[config.mk]
export PLATFORM = sky130hd
export DESIGN_NAME = spiral_strip_index_generator
export DESIGN_NICKNAME = d
export VERILOG_FILES = /design/src/hw/rtl/ssig_pkg.sv /design/src/hw/rtl/ssig_step.sv /design/src/hw/rtl/ssig_obuf.sv /design/src/hw/rtl/spiral_strip_index_generator.sv
export SDC_FILE = /design/constraint.sdc
export NUM_CORES = 1
export LEC_CHECK = 0
export ABC_CLOCK_PERIOD_IN_PS = 3900
export CELL_PAD_IN_SITES_DETAIL_PLACEMENT = 1
export CELL_PAD_IN_SITES_GLOBAL_PLACEMENT = 2
export CORE_ASPECT_RATIO = 0.7
export CORE_MARGIN = 1
export CORE_UTILIZATION = 35
export DETAILED_ROUTE_END_ITERATION = 8
export DONT_BUFFER_PORTS = 1
export HOLD_SLACK_MARGIN = 0.08
export PLACE_DENSITY_LB_ADDON = 0.1
export SYNTH_ARGS = -nofsm -noshare
export SYNTH_HDL_FRONTEND = slang
export SYNTH_SLANG_ARGS = --single-unit
[constraint.sdc]
create_clock -name i_clk -period 3.9 [get_ports i_clk]
set_clock_uncertainty 0.2 [all_clocks]
set_input_delay 0.195 -clock i_clk [delete_from_list [all_inputs] [get_ports i_clk]]
set_output_delay 0.195 -clock i_clk [all_outputs]
set_load 0.005 [all_outputs]
[src/hw/rtl/ssig_pkg.sv]
package ssig_pkg;

    localparam int GRID_W        = 9;
    localparam int IDX_W         = 16;
    localparam int MAX_GRID_SIZE = 256;

    localparam logic [GRID_W-1:0] GRID_RESET = GRID_W'(68);
    localparam logic [GRID_W-1:0] GRID_MAX   = GRID_W'(MAX_GRID_SIZE);

    // Position inside the strip sequence
    typedef enum logic [4:0] {
        POS_START  = 5'b00001,
        POS_SECOND = 5'b00010,
        POS_PAIR_A = 5'b00100,
        POS_PAIR_B = 5'b01000,
        POS_DEGEN  = 5'b10000
    } t_pos;

    // Leg direction over the grid
    typedef enum logic [1:0] {
        DIR_RIGHT = 2'd0,
        DIR_DOWN  = 2'd1,
        DIR_LEFT  = 2'd2,
        DIR_UP    = 2'd3
    } t_dir;

    // One result item
    typedef struct packed {
        logic [IDX_W-1:0] vertex_index;
        logic             last_index;
        logic             valid_res;
    } t_result;

endpackage

[src/hw/rtl/ssig_step.sv]
module ssig_step (
    input  logic                          i_clk,
    input  logic                          i_rst_n,
    input  logic                          i_req,
    input  logic                          i_restart,
    input  logic [ssig_pkg::GRID_W-1:0]   i_grid_size,
    output ssig_pkg::t_result             o_result
);

    // sequence state
    logic [ssig_pkg::IDX_W-1:0]  r_rec0, r_rec1, r_rec2;
    logic [ssig_pkg::IDX_W-1:0]  n_rec0, n_rec1, n_rec2;
    logic [ssig_pkg::GRID_W-1:0] r_leg_len, n_leg_len;
    logic [ssig_pkg::GRID_W-1:0] r_pair_cnt, n_pair_cnt;
    ssig_pkg::t_dir              r_dir, n_dir;
    ssig_pkg::t_pos              r_pos, n_pos;
    logic                        r_finished, n_finished;

    // restart view of the state
    logic [ssig_pkg::IDX_W-1:0]  c_rec1, c_rec2;
    logic [ssig_pkg::GRID_W-1:0] c_leg_len, c_pair_cnt;
    ssig_pkg::t_dir              c_dir;
    ssig_pkg::t_pos              c_pos;
    logic                        c_finished;

    logic [ssig_pkg::IDX_W-1:0]  gs_ext;
    logic [ssig_pkg::IDX_W-1:0]  delta;
    logic [ssig_pkg::GRID_W-1:0] pair_inc;
    logic [ssig_pkg::GRID_W-1:0] len_dec;
    logic [ssig_pkg::IDX_W-1:0]  idx;
    logic                        last;
    logic                        valid;
    logic                        push;

    assign gs_ext = ssig_pkg::IDX_W'(i_grid_size);

    // restart clears the sequence before the step is taken
    always_comb begin
        if (i_restart) begin
            c_rec1     = '0;
            c_rec2     = '0;
            c_leg_len  = '0;
            c_pair_cnt = '0;
            c_dir      = ssig_pkg::DIR_RIGHT;
            c_pos      = ssig_pkg::POS_START;
            c_finished = 1'b0;
        end else begin
            c_rec1     = r_rec1;
            c_rec2     = r_rec2;
            c_leg_len  = r_leg_len;
            c_pair_cnt = r_pair_cnt;
            c_dir      = r_dir;
            c_pos      = r_pos;
            c_finished = r_finished;
        end
    end

    // per-leg step added to the index two places back
    always_comb begin
        unique case (c_dir)
            ssig_pkg::DIR_RIGHT: delta = ssig_pkg::IDX_W'(1);
            ssig_pkg::DIR_DOWN:  delta = gs_ext;
            ssig_pkg::DIR_LEFT:  delta = '1;
            ssig_pkg::DIR_UP:    delta = ssig_pkg::IDX_W'(0) - gs_ext;
            default:             delta = '0;
        endcase
    end

    assign pair_inc = c_pair_cnt + ssig_pkg::GRID_W'(1);
    assign len_dec  = (c_leg_len != '0) ? c_leg_len - ssig_pkg::GRID_W'(1) : '0;

    // one step of the spiral
    always_comb begin
        idx        = '0;
        last       = 1'b0;
        valid      = 1'b1;
        push       = 1'b0;
        n_leg_len  = c_leg_len;
        n_pair_cnt = c_pair_cnt;
        n_dir      = c_dir;
        n_pos      = c_pos;
        n_finished = c_finished;
        if (c_finished) begin
            valid = 1'b0;
        end else begin
            unique case (c_pos)
                ssig_pkg::POS_START: begin
                    idx   = '0;
                    push  = 1'b1;
                    n_pos = ssig_pkg::POS_SECOND;
                end
                ssig_pkg::POS_SECOND: begin
                    idx        = gs_ext;
                    push       = 1'b1;
                    n_leg_len  = (i_grid_size != '0) ?
                                 i_grid_size - ssig_pkg::GRID_W'(1) : '0;
                    n_dir      = ssig_pkg::DIR_RIGHT;
                    n_pair_cnt = '0;
                    if (n_leg_len == '0) begin
                        last       = 1'b1;
                        n_finished = 1'b1;
                    end else begin
                        n_pos = ssig_pkg::POS_PAIR_A;
                    end
                end
                ssig_pkg::POS_PAIR_A: begin
                    idx   = c_rec1 + delta;
                    push  = 1'b1;
                    n_pos = ssig_pkg::POS_PAIR_B;
                end
                ssig_pkg::POS_PAIR_B: begin
                    idx        = c_rec1 + delta;
                    push       = 1'b1;
                    n_pair_cnt = pair_inc;
                    n_pos      = (pair_inc >= c_leg_len) ? ssig_pkg::POS_DEGEN
                                                         : ssig_pkg::POS_PAIR_A;
                end
                ssig_pkg::POS_DEGEN: begin
                    idx        = c_rec2;
                    push       = 1'b1;
                    n_pair_cnt = '0;
                    // length shrinks after right and left legs
                    if (c_dir == ssig_pkg::DIR_RIGHT || c_dir == ssig_pkg::DIR_LEFT) begin
                        n_leg_len = len_dec;
                    end
                    if (c_dir == ssig_pkg::DIR_UP && n_leg_len == '0) begin
                        last       = 1'b1;
                        n_finished = 1'b1;
                    end else begin
                        n_dir = (c_dir == ssig_pkg::DIR_UP) ? ssig_pkg::DIR_RIGHT
                                                            : ssig_pkg::t_dir'(c_dir + 2'd1);
                        n_pos = (n_leg_len != '0) ? ssig_pkg::POS_PAIR_A
                                                  : ssig_pkg::POS_DEGEN;
                    end
                end
                default: begin
                    n_finished = 1'b1;
                    valid      = 1'b0;
                end
            endcase
        end
    end

    // history shift
    always_comb begin
        if (push) begin
            n_rec0 = idx;
            n_rec1 = i_restart ? '0 : r_rec0;
            n_rec2 = c_rec1;
        end else begin
            n_rec0 = i_restart ? '0 : r_rec0;
            n_rec1 = c_rec1;
            n_rec2 = c_rec2;
        end
    end

    always_ff @(posedge i_clk) begin
        if (!i_rst_n) begin
            r_rec0     <= '0;
            r_rec1     <= '0;
            r_rec2     <= '0;
            r_leg_len  <= '0;
            r_pair_cnt <= '0;
            r_dir      <= ssig_pkg::DIR_RIGHT;
            r_pos      <= ssig_pkg::POS_START;
            r_finished <= 1'b1;
        end else if (i_req) begin
            r_rec0     <= n_rec0;
            r_rec1     <= n_rec1;
            r_rec2     <= n_rec2;
            r_leg_len  <= n_leg_len;
            r_pair_cnt <= n_pair_cnt;
            r_dir      <= n_dir;
            r_pos      <= n_pos;
            r_finished <= n_finished;
        end
    end

    assign o_result.vertex_index = idx;
    assign o_result.last_index   = last;
    assign o_result.valid_res    = valid;

endmodule

[src/hw/rtl/ssig_obuf.sv]
module ssig_obuf (
    input  logic               i_clk,
    input  logic               i_rst_n,
    input  logic               i_load,
    input  ssig_pkg::t_result  i_result,
    input  logic               i_taken,
    output logic               o_full,
    output ssig_pkg::t_result  o_result
);

    logic              r_full;
    ssig_pkg::t_result r_result;

    // occupancy: filled on load, emptied when taken
    always_ff @(posedge i_clk) begin
        if (!i_rst_n) begin
            r_full <= 1'b0;
        end else if (i_load) begin
            r_full <= 1'b1;
        end else if (i_taken) begin
            r_full <= 1'b0;
        end
    end

    always_ff @(posedge i_clk) begin
        if (i_load) begin
            r_result <= i_result;
        end
    end

    assign o_full   = r_full;
    assign o_result = r_result;

endmodule

[src/hw/rtl/spiral_strip_index_generator.sv]
// Channel  Dir  Handshake                    Payload
// s_axis   in   s_axis_tvalid/s_axis_tready  tdata[0] restart
// m_axis   out  m_axis_tvalid/m_axis_tready  tdata vertex_index, tlast, tuser valid_res
// cfg      in   i_cfg_we (no wait)           i_cfg_wdata grid_size
//
// One request is taken per cycle while the output register is empty or m_axis_tready
// is high; its result is in the output register the next cycle. The sequence state
// advances from the registered state, which sets the one-request-per-cycle rate.
// A request is accepted while the held result is being taken.
// Reset (synchronous, active low) leaves the generator exhausted, grid_size 68.
module spiral_strip_index_generator (
    input  logic                          i_clk,
    input  logic                          i_rst_n,
    input  logic                          s_axis_tvalid,
    output logic                          s_axis_tready,
    input  logic [7:0]                    s_axis_tdata,   // [0] restart
    output logic                          m_axis_tvalid,
    input  logic                          m_axis_tready,
    output logic [15:0]                   m_axis_tdata,   // [15:0] vertex_index
    output logic                          m_axis_tlast,
    output logic                          m_axis_tuser,   // [0] valid_res
    input  logic                          i_cfg_we,
    input  logic [ssig_pkg::GRID_W-1:0]   i_cfg_wdata
);

    logic [ssig_pkg::GRID_W-1:0] r_grid_size;
    logic                        req;
    logic                        full;
    ssig_pkg::t_result           step_res;
    ssig_pkg::t_result           out_res;

    // grid size register, saturated on write
    always_ff @(posedge i_clk) begin
        if (!i_rst_n) begin
            r_grid_size <= ssig_pkg::GRID_RESET;
        end else if (i_cfg_we) begin
            r_grid_size <= (i_cfg_wdata > ssig_pkg::GRID_MAX) ? ssig_pkg::GRID_MAX
                                                               : i_cfg_wdata;
        end
    end

    assign s_axis_tready = !full || m_axis_tready;
    assign req           = s_axis_tvalid && s_axis_tready;

    ssig_step u_step (
        .i_clk       (i_clk),
        .i_rst_n     (i_rst_n),
        .i_req       (req),
        .i_restart   (s_axis_tdata[0]),
        .i_grid_size (r_grid_size),
        .o_result    (step_res)
    );

    ssig_obuf u_obuf (
        .i_clk    (i_clk),
        .i_rst_n  (i_rst_n),
        .i_load   (req),
        .i_result (step_res),
        .i_taken  (m_axis_tready),
        .o_full   (full),
        .o_result (out_res)
    );

    assign m_axis_tvalid = full;
    assign m_axis_tdata  = out_res.vertex_index;
    assign m_axis_tlast  = out_res.last_index;
    assign m_axis_tuser  = out_res.valid_res;

endmodule
==> results of run 1 <==
worst max-delay path: stages (launching register included):
cell and delay (ns):
dfxtp_1 0.45, inv_1 0.11, ha_1 0.22, nand2_1 0.12, nor3_2 0.06, ha_1 0.29, a221oi_1 0.30, nor2_1 0.09
ha_1 0.32, buf_4 0.16, nand2_1 0.08, nor2_1 0.07, buf_4 0.14, and3_1 0.18, o21a_1 0.18, xnor2_1 0.18
o21ai_0 0.17, a32o_1 0.29
registers in the layout, summed over array words and instances (netlist names):
signal	cells
u_obuf.o_result	18
u_step.r_rec2	16
u_step.r_leg_len	9
u_step.r_finished	1
u_step.r_rec0	16
u_step.r_rec1	16
u_obuf.o_full	1
u_step.r_dir	2
u_step.r_pos	5
u_step.r_pair_cnt	9
r_grid_size	9
cell families (layout without fill, tap and decap cells):
group	count (synthesis)	after routing
AO/OA/AOI/OAI	207	207
XOR/XNOR	31	31
adder cells (fa/ha/maj)	33	33
buffers and inverters	74	81
flip-flops	102	102
multiplexers	4	4
AND/OR/NAND/NOR	315	315
layout make-up:
| cell class | instances | area share |
|---|---|---|
| Inverter | 22 | 0.0115 |
| Clock buffer | 9 | 0.0313 |
| Tap cell | 231 | 0.0402 |
| Timing Repair Buffer | 43 | 0.0549 |
| Sequential cell | 102 | 0.309 |
| Multi-Input combinational cell | 590 | 0.545 |
| Clock inverter | 7 | 0.00817 |
path summary, 6_finish.rpt:
| path | from | end | slack [ns] | depth (start not counted) |
|---|---|---|---|---|
| min reg2reg | u_step.r_rec0[14] | u_step.r_rec0[14] | 0.26 | 1 |
| max | r_grid_size[1] | u_step.r_rec0[14] | 0.19 | 17 |
| min | s_axis_tdata[0] | u_step.r_pair_cnt[2] | 0.11 | 4 |
| max reg2reg | r_grid_size[1] | u_step.r_rec0[14] | 0.19 | 17 |
report_power, final:
| group | total (uW) | switching, uW | internal [uW] |
|---|---|---|---|
| Combinational | 214 | 140 | 74.0 |
| Sequential | 1110 | 18.8 | 1090 |
| Clock | 892 | 449 | 443 |
| Total | 2210 | 608 | 1610 |
per-layer routing:
metal	up-vias	part of all wire	track usage
li1	2763	-	-
met1	2830	0.51	0.308
met2	79	0.44	0.345
met3	14	0.034	0.0357
met4	0	0.010	0.0536
met5	-	0	0
cell usage in the layout (no fill, tap or decap), drive strengths merged, types with 18 or more instances in the layout:
| master | n |
|---|---|
| dfxtp | 84 |
| nand2 | 74 |
| nor2 | 66 |
| nor2b | 65 |
| a21oi | 38 |
| ha | 32 |
| o21ai | 31 |
| buf | 30 |
| a22oi | 28 |
| inv | 22 |
| xnor2 | 20 |
| nor3b | 20 |
| a21boi | 20 |
| edfxtp | 18 |
metrics by stage:
| stage | power, uW | setup TNS [ns] | hold WS [ns] | setup slack, ns |
|---|---|---|---|---|
| after floorplan | 1260 | 0 | 0.134 | 0.00236 |
| after global placement | 1300 | -0.0194 | 0.0906 | -0.0194 |
| after detailed placement | 1300 | -0.538 | 0.0865 | -0.167 |
| after CTS | 2240 | 0 | 0.0882 | 0.0111 |
| after global routing | 2300 | -0.000663 | 0.121 | -0.000663 |
| final | 2210 | 0 | 0.108 | 0.193 |
timing repair:
action | in CTS | in global routing
hold buffers | 15 | 0
resized for setup | 4 | 13
endpoints found under the setup margin | 10 | 15
hold endpoints to repair | 86 | 0
==> results_dict.tcl, run 1 <==
set metrics [dict create \
    grt_pass1_vias 5838 \
    post_cts_buffers 0 \
    crit_fanout 5 \
    cts_tree "yes" \
    critPathKind "reg -> reg" \
    grt_pass1_wl_um 31700 \
    synth.most_common_cell "dfxtp_1" \
    min_period_ns 3.71 \
    final_area_mm2 0.00720 \
    antenna_cells 0 \
    max_slew_margin 0.175 \
    synth_area_mm2 0.00636 \
    synthAdderAreaFrac 0.0661 \
    synth-edff-count 18 \
    firstDrtPassIters 6 \
    wl_per_cell_um 19.6 \
    arrival_ns 3.76 \
    utilization 0.412 \
    dominantRegCellSynth "dfxtp_1" \
    finalCritPeriodShare 0.951 \
    gp_congestion 0.858 \
    port_buffers 0 \
    clk_latency_ns 0.36 \
    vias_per_cell 5.66 \
    synth_cell_types 72 \
    endpoint_kind "flip-flop" \
    synth_compound_area_frac 0.230 \
    drive_above_1_share 0.0906 \
    p_per_area_mw_per_mm2 308 \
    seqCellArea_mm2 0.00222 \
    drv_cap 0 \
    ir_worst_vdd_uv 204 \
    cts_buffers 9 \
    core_mm2 0.0175 \
    initial_core_util 0.364 \
    pin_count 42 \
    multi_input_area_mm2 0.00392 \
    synth_xor_area_frac 0.0427 \
    grt_max_degree 87 \
    synth_common_cells "84 x dfxtp_1, 74 x nand2_1, 66 x nor2_1" \
    drtIter0Drc 261 \
    hpwl_um 13800 \
    startpoint_type "flip-flop" \
    h-tree-depth 3 \
    ys_warn_count 0 \
    hp-class "in -> reg" \
    layout.nets 823 \
    cts-root-buf "clkbuf_16" \
    fill_cells 2051 \
    ant_nets 0 \
    power_leakage_uw 0.00248 \
    synth_top_area_share 0.264 \
    ys_ff_latch 102 \
    cts_max_path_buffers 2 \
    yosys.area_share.simple 0.257 \
    seq_area_frac_synth 0.349 \
    final-max-slew-violation-count 0 \
    grt_overflow 0 \
    rows 40 \
    synth.area.top_cells "dfxtp_1 26%, edfxtp_1 8.5%, nor2b_1 6.4%, ha_1 6.3%, nand2_1 4.4%" \
    dp_cells 973 \
    yosys.area.top_type "dfxtp_1" \
    async_flop_share 0 \
    syn_inst 766 \
    finalWirelength_um 19700 \
    worst_pin_slew_ns 1.23 \
    die-area_mm2 0.0187 \
    die_w_um 163 \
    max_freq_mhz 270 \
    outcome "completed" \
    setup_viol 0 \
    syn2layout_area_growth_pct 13.1 \
    place_area_mm2 0.00665 \
    syn_nets 821 \
    postSynthAreaPerCell_um2 8.31 \
    die_height_um 115 \
    drcViolationCount 0 \
    clk_pin_slew_ns 0.08 \
    required_ns 3.95 \
    muxShareOfSynthArea 0.00629 \
    synth_top_family_by_area "simple AND/OR/NAND/NOR gates" \
    hold_viol 0 \
    grtUsageTotal 0.218 \
    antenna_found_initial 0 \
    cts_sinks 102 \
    vias 5686 \
    layout.cells.non_filler 1004 \
]
(Power assumes the default switching activity.)
==> inputs of run 2 (changes only) <==
- ABC_CLOCK_PERIOD_IN_PS: 3900 -> 4800
- CORE_UTILIZATION: 35 -> 42
- clock period: 3.9 -> 4.8 ns (I/O delays scaled with it)
==> results_dict.tcl, run 2 (synthesized netlist as in run 1, its figures left out) <==
set metrics [dict create \
    final_common_cell "dfxtp_1" \
    gp_congestion 0.820 \
    reg2regPathDepth 13 \
    largest_reg_flops 18 \
    cts_resized 0 \
    core_mm2 0.0148 \
    cts_max_path_buffers 2 \
    crit_slowest_cell "fa_1" \
    worst_pin_slew_ns 1.17 \
    die_height_um 105 \
    grt_setup_unrepaired "false" \
    min_path_cells 3 \
    finalSetupTns_ns 0 \
    setup_viol 0 \
    finalWirelength_um 19100 \
    max_freq_mhz 227 \
    startpoint_type "flip-flop" \
    finalCritPeriodShare 0.916 \
    layout.nets 805 \
    firstDrtPassIters 6 \
    syn2layout_area_growth_pct 9.38 \
    wl_per_cell_um 20.1 \
    initial_core_util 0.431 \
    drive_above_1_share 0.0503 \
    required_ns 4.68 \
    grt_overflow 0 \
    grtUsageTotal 0.258 \
    power_leakage_uw 0.00239 \
    ir_worst_vdd_uv 150 \
    vias 5641 \
    hold_buffers 16 \
    pin_count 42 \
    p_per_area_mw_per_mm2 264 \
    max_slew_margin 0.216 \
    drcViolationCount 0 \
    h-tree-depth 3 \
    grt_pass1_vias 5779 \
    critPathKind "reg -> reg" \
    final-max-slew-violation-count 0 \
    fin_total_pwr_uw 1840 \
    met1Wirelength_um 9540 \
    clk_pin_slew_ns 0.07 \
    antenna_found_initial 0 \
    endpoint_kind "flip-flop" \
    grt_pass1_wl_um 31600 \
    crit_chain "nor2b_1, inv_1, ha_1, a221oi_1, nor2_1, fa_1, a211oi_1, o21ai_0, a311oi_1, o21ai_0, xor2_1, a22oi_1, nor2_1" \
    cts_buffers 9 \
    hp-class "in -> reg" \
    final_area_mm2 0.00696 \
    grt_max_degree 87 \
    port_buffers 0 \
    cp_num_buf_inv 1 \
    cts-root-buf "clkbuf_16" \
    outcome "completed" \
    hold_start "s_axis_tvalid" \
    vias_per_cell 5.94 \
    crit_fanout 8 \
    rrSetupSlack_ns 0.40 \
    route.met3.wl_um 859 \
    r2r_start "u_step.r_dir[0]" \
    holdPathEnd "u_step.r_rec0[6]" \
    drv_cap 0 \
    utilization 0.471 \
    clk_latency_ns 0.36 \
    critPathMaxStageDelay_ns 0.48 \
    r2r_end "u_obuf.o_result[14]" \
    wl_met2_um 8580 \
    rows 37 \
    post_cts_buffers 0 \
    die-area_mm2 0.0157 \
    die_w_um 149 \
    hpwl_um 13200 \
    min_period_ns 4.40 \
    antenna_cells 0 \
    cts_sinks 102 \
    drtIter0Drc 387 \
    cts_tree "yes" \
    arrival_ns 4.28 \
    ant_nets 0 \
    cpLargestDelayFamily "compound AO/OA/AOI/OAI gates" \
    top_layer_used "met4" \
    hold_viol 0 \
    place_area_mm2 0.00646 \
    layout_common_cells "84 x dfxtp_1, 74 x nand2_1, 65 x nor2b_1, 65 x nor2_1, 38 x a21oi_1" \
]
[run 2: routing by layer]
layer  vias up  GRT usage
met5         -          0
met4         0     0.0452
met3        14     0.0454
met2       128      0.410
met1      2774      0.367
li1       2725          -
[run 2: power breakdown]
part / total [uW] / leakage [uW] / internal, uW / switching [uW]
Combinational: 161 / 0.00138 / 54.0 / 107
Clock: 773 / 0.000151 / 415 / 357
Sequential: 903 / 0.000861 / 884 / 18.6
[run 2: cell type report]
| cell class | count | area, um2 |
|---|---|---|
| Clock buffer | 10 | 229 |
| Fill cell | 1755 | 7810 |
| Clock inverter | 6 | 78.8 |
| Multi-Input combinational cell | 590 | 3850 |
| Sequential cell | 102 | 2220 |
| Timing Repair Buffer | 25 | 255 |
| Inverter | 22 | 82.6 |
| Tap cell | 195 | 244 |
[run 2: worst max-delay path by stage]
stage	slack (ns)	endpoint	start	cells past startpoint
finish	0.40	u_obuf.o_result[14]	u_step.r_dir[0]	13
global route	0.009	u_obuf.o_result[14]	u_step.r_dir[0]	14
CTS	0.44	u_obuf.o_result[14]	r_grid_size[0]	15
detailed placement	0.49	u_obuf.o_result[14]	r_grid_size[0]	15
global placement	0.61	u_obuf.o_result[14]	r_grid_size[0]	15
floorplan	0.69	u_obuf.o_result[14]	s_axis_tdata[0]	17
[run 2: per-stage QoR]
stage	cells	setup WS [ns]	hold slack, ns
2_1_floorplan	766	0.689	0.179
4_1_cts	950	0.435	0.0975
6_report	950	0.403	0.0974
3_5_place_dp	918	0.489	0.134
3_3_place_gp	918	0.612	0.135
5_1_grt	950	0.00894	0.116
[run 2: worst min-delay path, cell delays in order]
cell	delay, ns
nand2_1	0.12
o31ai_1	0.09
and2_1	0.15
==> inputs of run 3 (changes only) <==
==> constraint.sdc (replaced) <==
create_clock -name i_clk -period 4.8 [get_ports i_clk]
set_clock_uncertainty 0.2 [all_clocks]
set_input_delay 0.96 -clock i_clk [delete_from_list [all_inputs] [get_ports i_clk]]
set_output_delay 0.96 -clock i_clk [all_outputs]
set_load 0.005 [all_outputs]
==> results_dict.tcl, run 3 (synthesized netlist as in run 1, its figures left out) <==
set metrics [dict create \
    outcome "completed" \
    drive_above_1_share 0.0513 \
    place_area_mm2 0.00648 \
    h-tree-depth 3 \
    vias 5574 \
    met1Wirelength_um 9410 \
    antenna_cells 0 \
    grtUsageTotal 0.246 \
    layout.nets 791 \
    top_layer_used "met4" \
    die_height_um 105 \
    ir_worst_vdd_uv 147 \
    finalWirelength_um 18700 \
    route.met3.wl_um 676 \
    power_leakage_uw 0.00232 \
    drv_cap 0 \
    cts_tree "yes" \
    max_freq_mhz 223 \
    clk_latency_ns 0.36 \
    hold_buffers 0 \
    max_slew_margin 0.195 \
    grt_setup_unrepaired "false" \
    worst_pin_slew_ns 1.20 \
    hp-class "reg -> reg" \
    arrival_ns 4.55 \
    utilization 0.460 \
    startpoint_type "input port" \
    crit_fanout 76 \
    rows 37 \
    grt_pass1_wl_um 29800 \
    wl_met2_um 8400 \
    port_buffers 0 \
    cts_buffers 9 \
    die-area_mm2 0.0157 \
    p_switching_uw 467 \
    ant_nets 0 \
    p_sw_frac 0.259 \
    intPower_uw 1340 \
    firstDrtPassIters 6 \
    fin_total_pwr_uw 1810 \
    drtIter0Drc 374 \
    critPathKind "in -> reg" \
    grt_max_degree 87 \
    setup_viol 0 \
    die_w_um 149 \
    final-max-slew-violation-count 0 \
    layout_common_cells "84 x dfxtp_1, 74 x nand2_1, 65 x nor2b_1, 65 x nor2_1, 38 x a21oi_1" \
    vias_per_cell 5.96 \
    final_area_mm2 0.00679 \
    post_cts_buffers 0 \
    clk_pin_slew_ns 0.07 \
    finalSetupTns_ns 0 \
    grt_pass1_vias 5517 \
    final_common_cell "dfxtp_1" \
    cts_sinks 102 \
    initial_core_util 0.431 \
    combPwrFrac 0.071 \
    largest_reg_flops 18 \
    syn2layout_area_growth_pct 6.65 \
    rrSetupSlack_ns 0.36 \
    pin_count 42 \
    hpwl_um 13000 \
    p_per_area_mw_per_mm2 266 \
    finalCritPeriodShare 0.935 \
    cts_resized 0 \
    wl_per_cell_um 19.9 \
    gp_congestion 0.843 \
    cts_max_path_buffers 2 \
    seqPwrFrac 0.500 \
    min_period_ns 4.49 \
    hold_ws_ns 0.265 \
    fill_cells 1760 \
    grt_overflow 0 \
    drcViolationCount 0 \
    required_ns 4.86 \
    antenna_found_initial 0 \
    p_clk_frac 0.429 \
    hold_viol 0 \
    core_mm2 0.0148 \
    endpoint_kind "flip-flop" \
    cts-root-buf "clkbuf_16" \
]
[run 3: cell type report]
type / instances / area, um2 / area share
multi-input cells: 590 / 3850 / 0.567
repair buffers: 11 / 82.6 / 0.0122
clock inverters: 7 / 81.3 / 0.0120
inverters: 22 / 82.6 / 0.0122
clock buffers: 9 / 225 / 0.0332
flip-flops and latches: 102 / 2220 / 0.327
well taps: 195 / 244 / 0.0360
[run 3: worst paths after layout]
path,from,endpoint,cells past startpoint
worst max-delay path,s_axis_tdata[0],u_step.r_rec0[15],14
worst min register to register,u_step.r_rec2[2],u_step.r_rec2[2],2
worst min-delay path,u_step.r_rec2[2],u_step.r_rec2[2],2
worst max register to register,r_grid_size[0],u_obuf.o_result[14],15
[run 3: power by group through the flow]
stage               clock (uW)  sequential, uW  combinational (uW)
CTS                        800             902                 128
finish                     775             902                 129
global route               831             904                 139
global placement             0             921                 123
floorplan                    0             914                 109
detailed placement           0             922                 128
[run 3: metal layers]
| metal | track usage | up-vias |
|---|---|---|
| met4 | 0.0517 | 0 |
| li1 | - | 2693 |
| met1 | 0.345 | 2761 |
| met5 | 0 | - |
| met2 | 0.387 | 106 |
| met3 | 0.0502 | 14 |
[run 3: critical path, cell delays in order]
cell and delay (ns):
nand2b_1 0.25, inv_1 0.12, ha_1 0.42, mux2i_1 0.15
a41o_1 0.32, nor2_1 0.39, ha_1 0.33, o21ai_0 0.13
a211oi_1 0.35, nand3_1 0.13, o21ai_0 0.33, xor2_1 0.18
o21ai_0 0.13, a32o_1 0.28
[run 3: stage by stage]
stage / instances / worst slack (ns)
floorplan: 766 / 0.0377
global placement: 920 / 0.286
detailed placement: 920 / 0.122
CTS: 936 / 0.356
global route: 936 / 0.00375
finish: 936 / 0.311
